$ cat config.mk
export PLATFORM = sky130hd
export DESIGN_NAME = ocp_cordic
export DESIGN_NICKNAME = d
export VERILOG_FILES = /design/src/rtl/core/ocp_pkg.sv /design/src/rtl/core/ocp_cordic.sv
export SDC_FILE = /design/constraint.sdc
export NUM_CORES = 1
export LEC_CHECK = 0
export BUFFER_PORTS_ARGS = -buffer_cell sky130_fd_sc_hd__buf_2
export CAP_MARGIN = 20
export CORE_ASPECT_RATIO = 1.5
export CORE_MARGIN = 2
export CORE_UTILIZATION = 25
export DETAILED_ROUTE_END_ITERATION = 10
export GPL_ROUTABILITY_DRIVEN = 0
export PLACE_DENSITY = 0.41
export SYNTH_ARGS = -nofsm -noshare
export SYNTH_HDL_FRONTEND = slang
export SYNTH_SLANG_ARGS = --single-unit
$ cat constraint.sdc
create_clock -name clk -period 7.1 [get_ports clk]
set_input_delay 0.355 -clock clk [delete_from_list [all_inputs] [get_ports clk]]
set_output_delay 0.355 -clock clk [all_outputs]
set_load 0.01 [all_outputs]
$ cat src/rtl/core/ocp_pkg.sv
// Package for the orbit camera position block: constants, types, arctangent table.
// No dependencies.
package ocp_pkg;
  localparam int ANGLE_BITS_DEF = 16;
  localparam int TRIG_ITER_DEF  = 16;
  localparam int ATAN_DEPTH     = 24;
  localparam logic [9:0]  TURN_GAIN_RST = 10'd66;
  localparam logic [23:0] MIN_DIST_RST  = 24'd256;
  localparam logic [23:0] RADIUS_RST    = 24'd256;
  localparam logic signed [33:0] GAIN_Q30 = 34'sd652032874;
  localparam logic [0:0] CFG_TURN_GAIN = 1'b0;
  localparam logic [0:0] CFG_MIN_DIST  = 1'b1;
  localparam logic OP_ORBIT = 1'b0;
  localparam logic OP_ZOOM  = 1'b1;

  typedef logic signed [33:0] trig_t;

  function automatic logic [31:0] atan_lookup(input logic [4:0] i);
    logic [31:0] v;
    case (i)
      5'd0: v = 32'd536870912;  5'd1: v = 32'd316933406;
      5'd2: v = 32'd167458907;  5'd3: v = 32'd85004756;
      5'd4: v = 32'd42667331;   5'd5: v = 32'd21354465;
      5'd6: v = 32'd10679838;   5'd7: v = 32'd5340245;
      5'd8: v = 32'd2670163;    5'd9: v = 32'd1335087;
      5'd10: v = 32'd667544;    5'd11: v = 32'd333772;
      5'd12: v = 32'd166886;    5'd13: v = 32'd83443;
      5'd14: v = 32'd41722;     5'd15: v = 32'd20861;
      5'd16: v = 32'd10430;     5'd17: v = 32'd5215;
      5'd18: v = 32'd2608;      5'd19: v = 32'd1304;
      5'd20: v = 32'd652;       5'd21: v = 32'd326;
      5'd22: v = 32'd163;       5'd23: v = 32'd81;
      default: v = 32'd0;
    endcase
    return v;
  endfunction
endpackage

$ cat src/rtl/core/ocp_cordic.sv
// Shared rotation unit: one CORDIC step per cycle, gives cos and sin in Q4.30.
// Depends on ocp_pkg.
module ocp_cordic #(
  parameter int ANGLE_BITS = ocp_pkg::ANGLE_BITS_DEF,
  parameter int TRIG_ITER  = ocp_pkg::TRIG_ITER_DEF
) (
  input  logic                  clk,
  input  logic                  rst_n,
  input  logic                  start,
  input  logic [ANGLE_BITS-1:0] angle,
  output logic                  done,
  output ocp_pkg::trig_t        cos_q,
  output ocp_pkg::trig_t        sin_q
);
  import ocp_pkg::*;
  localparam int NSTEP = (TRIG_ITER < ATAN_DEPTH) ? TRIG_ITER : ATAN_DEPTH;

  logic        busy_r, busy_nxt;
  logic        done_r, done_nxt;
  logic [4:0]  i_r, i_nxt;
  logic [1:0]  quad_r, quad_nxt;
  trig_t       x_r, x_nxt, y_r, y_nxt;
  logic signed [32:0] z_r, z_nxt;
  logic [31:0] q32;

  assign q32 = 32'(angle) << (32 - ANGLE_BITS);

  always_comb begin
    busy_nxt = busy_r;
    i_nxt = i_r;
    quad_nxt = quad_r;
    x_nxt = x_r;
    y_nxt = y_r;
    z_nxt = z_r;
    done_nxt = 1'b0;
    if (start) begin
      busy_nxt = 1'b1;
      i_nxt = 5'd0;
      quad_nxt = q32[31:30];
      x_nxt = GAIN_Q30;
      y_nxt = '0;
      z_nxt = {3'b000, q32[29:0]};
    end else if (busy_r) begin
      if (!z_r[32]) begin
        x_nxt = x_r - (y_r >>> i_r);
        y_nxt = y_r + (x_r >>> i_r);
        z_nxt = z_r - $signed({1'b0, atan_lookup(i_r)});
      end else begin
        x_nxt = x_r + (y_r >>> i_r);
        y_nxt = y_r - (x_r >>> i_r);
        z_nxt = z_r + $signed({1'b0, atan_lookup(i_r)});
      end
      i_nxt = i_r + 5'd1;
      if (i_r == 5'(NSTEP - 1)) begin
        busy_nxt = 1'b0;
        done_nxt = 1'b1;
      end
    end
  end

  assign done = done_r;

  always_comb begin
    case (quad_r)
      2'd0: begin cos_q = x_r;  sin_q = y_r;  end
      2'd1: begin cos_q = -y_r; sin_q = x_r;  end
      2'd2: begin cos_q = -x_r; sin_q = -y_r; end
      default: begin cos_q = y_r; sin_q = -x_r; end
    endcase
  end

  always_ff @(posedge clk) begin
    if (!rst_n) begin
      busy_r <= 1'b0;
      done_r <= 1'b0;
    end else begin
      busy_r <= busy_nxt;
      done_r <= done_nxt;
    end
    i_r <= i_nxt;
    quad_r <= quad_nxt;
    x_r <= x_nxt;
    y_r <= y_nxt;
    z_r <= z_nxt;
  end
endmodule

* Word-level counts from Yosys, hierarchy flattened *
Memories as Yosys holds them, arrays and structs flattened. A register that Yosys moved wholly into a read port is not among the register bits.
Cells that the tools add are included.

word-level totals
  register bits after elaboration = 110
  latch bits = 0
  RAM bits = 0
  ROM bits = 1920
  input port bits = 19
  output and inout port bits = 69
  memories kept = 2

memories
  name             depth  bits a word  rd ports  clocked after Yosys merged registers in  write ports  line           text
  (no name shown)  32     30           1         1                                        0            ocp_pkg.sv:20  case (i)
  (no name shown)  32     30           1         1                                        0            ocp_pkg.sv:20

operators by class
  $add $sub $neg = 9
  multiply operators = 0
  div/mod/pow operators = 0
  $lt $le $gt $ge = 0
  equal/unequal tests = 3
  shift operators = 2
  multiplexer cells = 21
  bitwise operators = 2
  reduce and logical (&&, ||, !) cells = 3

operator list
  kind                 number
  $pmux 34 s3          2
  $mux 32              6
  $add 34x34->34       2
  $mux 34              2
  $neg 34->34          2
  $sshr 34x5->34       2
  $sub 34x34->34       2
  $mux 30              2
  $add 33x33->33       1
  $mux 33              1
  $sub 33x33->33       1
  $mux 5               4
  $add 5x1->5 const B  1
  $eq 5x4->1 const B   1
  $mux 1               4
  $reduce_or 3->1      1
  $eq 2x1->1 const B   1
  $eq 2x2->1 const B   1
  $logic_not 2->1      1
  $not 1->1            2
  $reduce_bool 2->1    1

* Depth between registers and ports, before layout *
  depth in word-level cells = 7
  mapped depth = 29
  mapped depth without buffers = 24

* Least setup slack after synthesis *
Ideal clock, no wire load.

  path type = reg-to-reg
  start point = reg i_r[0]
  end point = reg y_r[33]
  arrival time = 6305 ps
  data required time = 6984 ps
  setup slack = 679 ps
  cell stages (with the launch flop) = 29
  period minus slack after synthesis = 6421 ps
  cell sequence = dfxtp_1 buf_6 buf_4 buf_4 buf_2 buf_2 mux2i_1 o22ai_1 nor3_1 ha_1 nand3_1 nor4b_4 nand4_1 nor3b_2 a2111oi_0 a311oi_1 ha_1 clkbuf_1 a2111oi_0 o21ai_0 a221o_1 a22o_1 a311oi_1 o21bai_1 a21oi_1 o21ai_0 xnor2_1 a211oi_1 a31o_2

between the ends
  cells in the longest elaborated chain, start to end = 3

RTL lines
  item                                                     line                                text
  start, declared                                          ocp_cordic.sv:20                    logic [4:0] i_r, i_nxt;
  start signal, assigned                                   ocp_cordic.sv:80                    i_r <= i_nxt;
  $sshr 34x5->34 *                                         ocp_cordic.sv:46, ocp_cordic.sv:50
  $add 34x34->34 / $sub 34x34->34 (equally long branches)  ocp_cordic.sv:46, ocp_cordic.sv:50
  $mux 34 *                                                ocp_cordic.sv:44                    if (!z_r[32]) begin
  end signal, assigned                                     ocp_cordic.sv:83                    y_r <= y_nxt;
  end, declared                                            ocp_cordic.sv:22                    trig_t x_r, x_nxt, y_r, y_nxt;

Every way passes the cells marked *; elsewhere a longest branch is shown, timed or not.
A chain may end at the register's enable or synchronous reset.

* Worst setup path after layout *
  start point = reg i_r[1]
  end point = reg y_r[33]

Same word-level chain as after synthesis.

==> metrics list <==
- Slack of the worst reg-to-reg path: 0.30 ns
- In this run the worst hold path is classified as input pin to flop.
- No sink is reached through more buffers than the 2 on the longest clock path.
- Critical Path Source Type: flop
* Run status: completed
- For the final database, setup skew stands at 0.0164 ns.
- In the routed design, unresolved DRC markers number 0.
- Core ar.: 0.0762 mm2
- STA classifies the critical path endpoint as a flop.
- When the netlist entered floorplanning its net count stood at 2641.
* Primary flip-flop cell chosen by synthesis mapping: sky130_fd_sc_hd__dfxtp_1
- Total Nets Final: 2685
* Global-route total usage across every layer: 0.200
- Sum of overflow across all layers after global routing: 0
- Latest clock arrival within the worst-skew pair: 0.51 ns
- The routed layout has 19.5k vias.
- For this run, the top clock speed supported by timing is 147 MHz.
* Buffers added on ports: 87
* Number of H-tree levels: 4
- Post-synthesis cell area: 0.0192 mm2
* Fin. Hold Viols: 0
* Yosys cell types: 94
* Required arrival time at the worst endpoint: 7.51 ns
- Detailed Route WL: 79.8 mm
- Setup repair after global routing left no endpoint under its margin.
* Number of enable flip-flop cells after synthesis: 16
- Most numerous cell types in the synthesized netlist: sky130_fd_sc_hd__nor2_1, sky130_fd_sc_hd__nand2_1, sky130_fd_sc_hd__a21oi_1, sky130_fd_sc_hd__o21ai_0, sky130_fd_sc_hd__xnor2_1
* Fraction of layout instances using a drive strength above 1: 0.163
* Static Leakage: 8.65 nW
- Post-route antenna net violation count: 0
- Counting tap cells, the placed design contains a total of 3536 instances.
- The worst path needs 6.80 ns of the cycle, external delays included.
* Most frequently used cell type in the post-synthesis netlist: sky130_fd_sc_hd__nor2_1
- Of the post-synthesis cell area, the dominant cell type holds 0.129.
* Power Dens Cells: 473 mW/mm2
- Number of inserted diodes: 0
- Cell types occupying the most area after synthesis: sky130_fd_sc_hd__dfxtp_1, sky130_fd_sc_hd__mux4_2, sky130_fd_sc_hd__ha_1
* Proportion of synthesized chip area in sequential cells: 0.154
- The wire-length estimate of the detail-placed layout is 61.6 mm.
- Number of standard-cell rows in the floorplan: 124
* Arrival time of data at the critical path endpoint: 7.20 ns
- Number of global-route vias before repair: 19.9k
- Inserted Clock Buffers: 17
- Worst Path Class, Setup: flop to flop
* Final Util: 0.287
* Final sum of negative setup slack: 0 ns
- The first routing iteration left 1462 violations.
- Clock tree from TritonCTS: yes
- Each instance of the synthesized netlist takes up on average 7.66 um2.
- WHS: 0.0356 ns
- Crit path setup slack, layout: 0.304 ns
- Final worst path period share: 0.957
- Total die area: 0.0791 mm2
* Slew Viols, Final: 0
* Die width: 230 um
- Fillcell total: 8303
- Setup violations remaining at the end of the flow were counted as 0.
* Synth warn: 0
* Max-cap violations: 0
* Worst-path maximum fanout: 11
- Drt via density: 5.46
* Largest net degree at the start of global routing: 82
* CTS sink cnt: 140
- Router iterations before antenna repair: 7
- Gate count after technology mapping: 2507
* Initial standard-cell utilization of the core: 0.252
- Avg WL per Cell: 22.4 um
- Share of synthesized flip-flops with an asynchronous set or reset: 0
- At the pin with the least slew margin, the transition time is 0.953 ns.
- Slew headroom: 0.364
- Clock-pin slew was measured on the worst setup and hold paths at 0.08 ns.
- Master cell of the clock root buffer: sky130_fd_sc_hd__clkbuf_16
- IR analysis of the VDD net gives a maximum drop of 0.140 mV.
- Synthesis inferred 140 register bits.
- From synthesis to final layout, the design area changed by 13.7%.
- Post-Layout Cell Count: 3572
- In this run the count of I/O pins placed on the die edge is 88.
- Before CTS, the worst setup slack after placement is 0.102 ns.
* Biggest area consumer among synthesized cells: sky130_fd_sc_hd__dfxtp_1
- The initial antenna violation count is 0.
- In this run the vertical extent of the chip is 344 um.
- The first global-routing pass estimated 120 mm of wire.
metrics by stage:
| step | total power, mW | cell area, um2 |
|---|---|---|
| global route | 11.2 | 21800 |
| detailed placement | 9.28 | 21200 |
| global placement | 9.22 | 21100 |
| CTS | 10.3 | 21800 |
| floorplan | 7.05 | 19200 |
| finish | 10.3 | 21800 |
final cells by class:
| class | instances | area, um2 | share of cell area |
|---|---|---|---|
| inverter | 62 | 233 | 0.0107 |
| tap | 1008 | 1260 | 0.0577 |
| clock inverter | 15 | 174 | 0.00796 |
| clock buffer | 17 | 425 | 0.0195 |
| sequential | 140 | 2980 | 0.137 |
| multi-input combinational | 2113 | 15300 | 0.699 |
| timing repair buffer | 217 | 1510 | 0.0689 |
cell families after synthesis:
family	Yosys count	share of synthesized area
simple gates	827	0.202
compound gates	700	0.229
xor+xnor	264	0.120
buf+inv	254	0.0528
mux	207	0.165
flops	140	0.154
fa+ha+maj	115	0.0761
path summary, 6_finish.rpt:
path                  start         to  depth (start not counted)
setup / recovery     i_r[1]    y_r[33]                         23
hold / removal    angle[15]  quad_r[1]                          1
setup reg to reg     i_r[1]    y_r[33]                         23
hold reg to reg     z_r[30]    z_r[30]                          2
layer usage:
layer  track usage  wire, um
met5             0         0
met4         0.120      5100
met3        0.0288      3830
met2         0.374     41300
met1         0.211     29600
report_power, final:
group          leakage [nW]  switching (mW)  internal, mW
Sequential             1.19           0.567          1.02
Clock                 0.284           0.464         0.500
Combinational          7.18            4.33          3.44
cell usage in the layout (no fill, tap or decap), types with 30 or more instances in the layout:
cell type	n
sky130_fd_sc_hd__nor2_1	283
sky130_fd_sc_hd__nand2_1	254
sky130_fd_sc_hd__a21oi_1	219
sky130_fd_sc_hd__o21ai_0	168
sky130_fd_sc_hd__xnor2_1	158
sky130_fd_sc_hd__buf_4	122
sky130_fd_sc_hd__dfxtp_1	117
sky130_fd_sc_hd__ha_1	112
sky130_fd_sc_hd__xor2_1	106
sky130_fd_sc_hd__mux2i_1	86
sky130_fd_sc_hd__buf_2	86
sky130_fd_sc_hd__mux4_2	85
sky130_fd_sc_hd__inv_1	59
sky130_fd_sc_hd__nor3_1	54
sky130_fd_sc_hd__nand2b_1	37
sky130_fd_sc_hd__a21o_1	36
sky130_fd_sc_hd__mux2_2	34
sky130_fd_sc_hd__a31oi_1	30
worst max-delay path, cell delays in order, from the launching register on:
cell                        delay (ns)
sky130_fd_sc_hd__dfxtp_4          0.52
sky130_fd_sc_hd__buf_6            0.24
sky130_fd_sc_hd__mux2_2           0.39
sky130_fd_sc_hd__mux4_2           0.46
sky130_fd_sc_hd__nor2_1           0.30
sky130_fd_sc_hd__o22ai_1          0.21
sky130_fd_sc_hd__nor4b_2          0.38
sky130_fd_sc_hd__nor4b_4          0.36
sky130_fd_sc_hd__nand4_1          0.25
sky130_fd_sc_hd__nor3b_2          0.26
sky130_fd_sc_hd__a2111oi_0        0.12
sky130_fd_sc_hd__a311oi_1         0.36
sky130_fd_sc_hd__ha_1             0.31
sky130_fd_sc_hd__a2111oi_0        0.38
sky130_fd_sc_hd__o21ai_0          0.17
sky130_fd_sc_hd__a221o_1          0.36
sky130_fd_sc_hd__a22o_1           0.19
sky130_fd_sc_hd__a311oi_1         0.41
sky130_fd_sc_hd__o21bai_1         0.11
sky130_fd_sc_hd__a21oi_1          0.24
sky130_fd_sc_hd__o21ai_0          0.15
sky130_fd_sc_hd__xnor2_1          0.20
sky130_fd_sc_hd__a211oi_1         0.10
sky130_fd_sc_hd__a31o_2           0.24
repair_timing:
action                     CTS  global route
setup endpoints to repair    0             8
hold buffers                 1             0
hold endpoints to repair     1             0
setup buffers                0             3
gates resized for setup      0             6
Power figures use the tool's default switching activity.
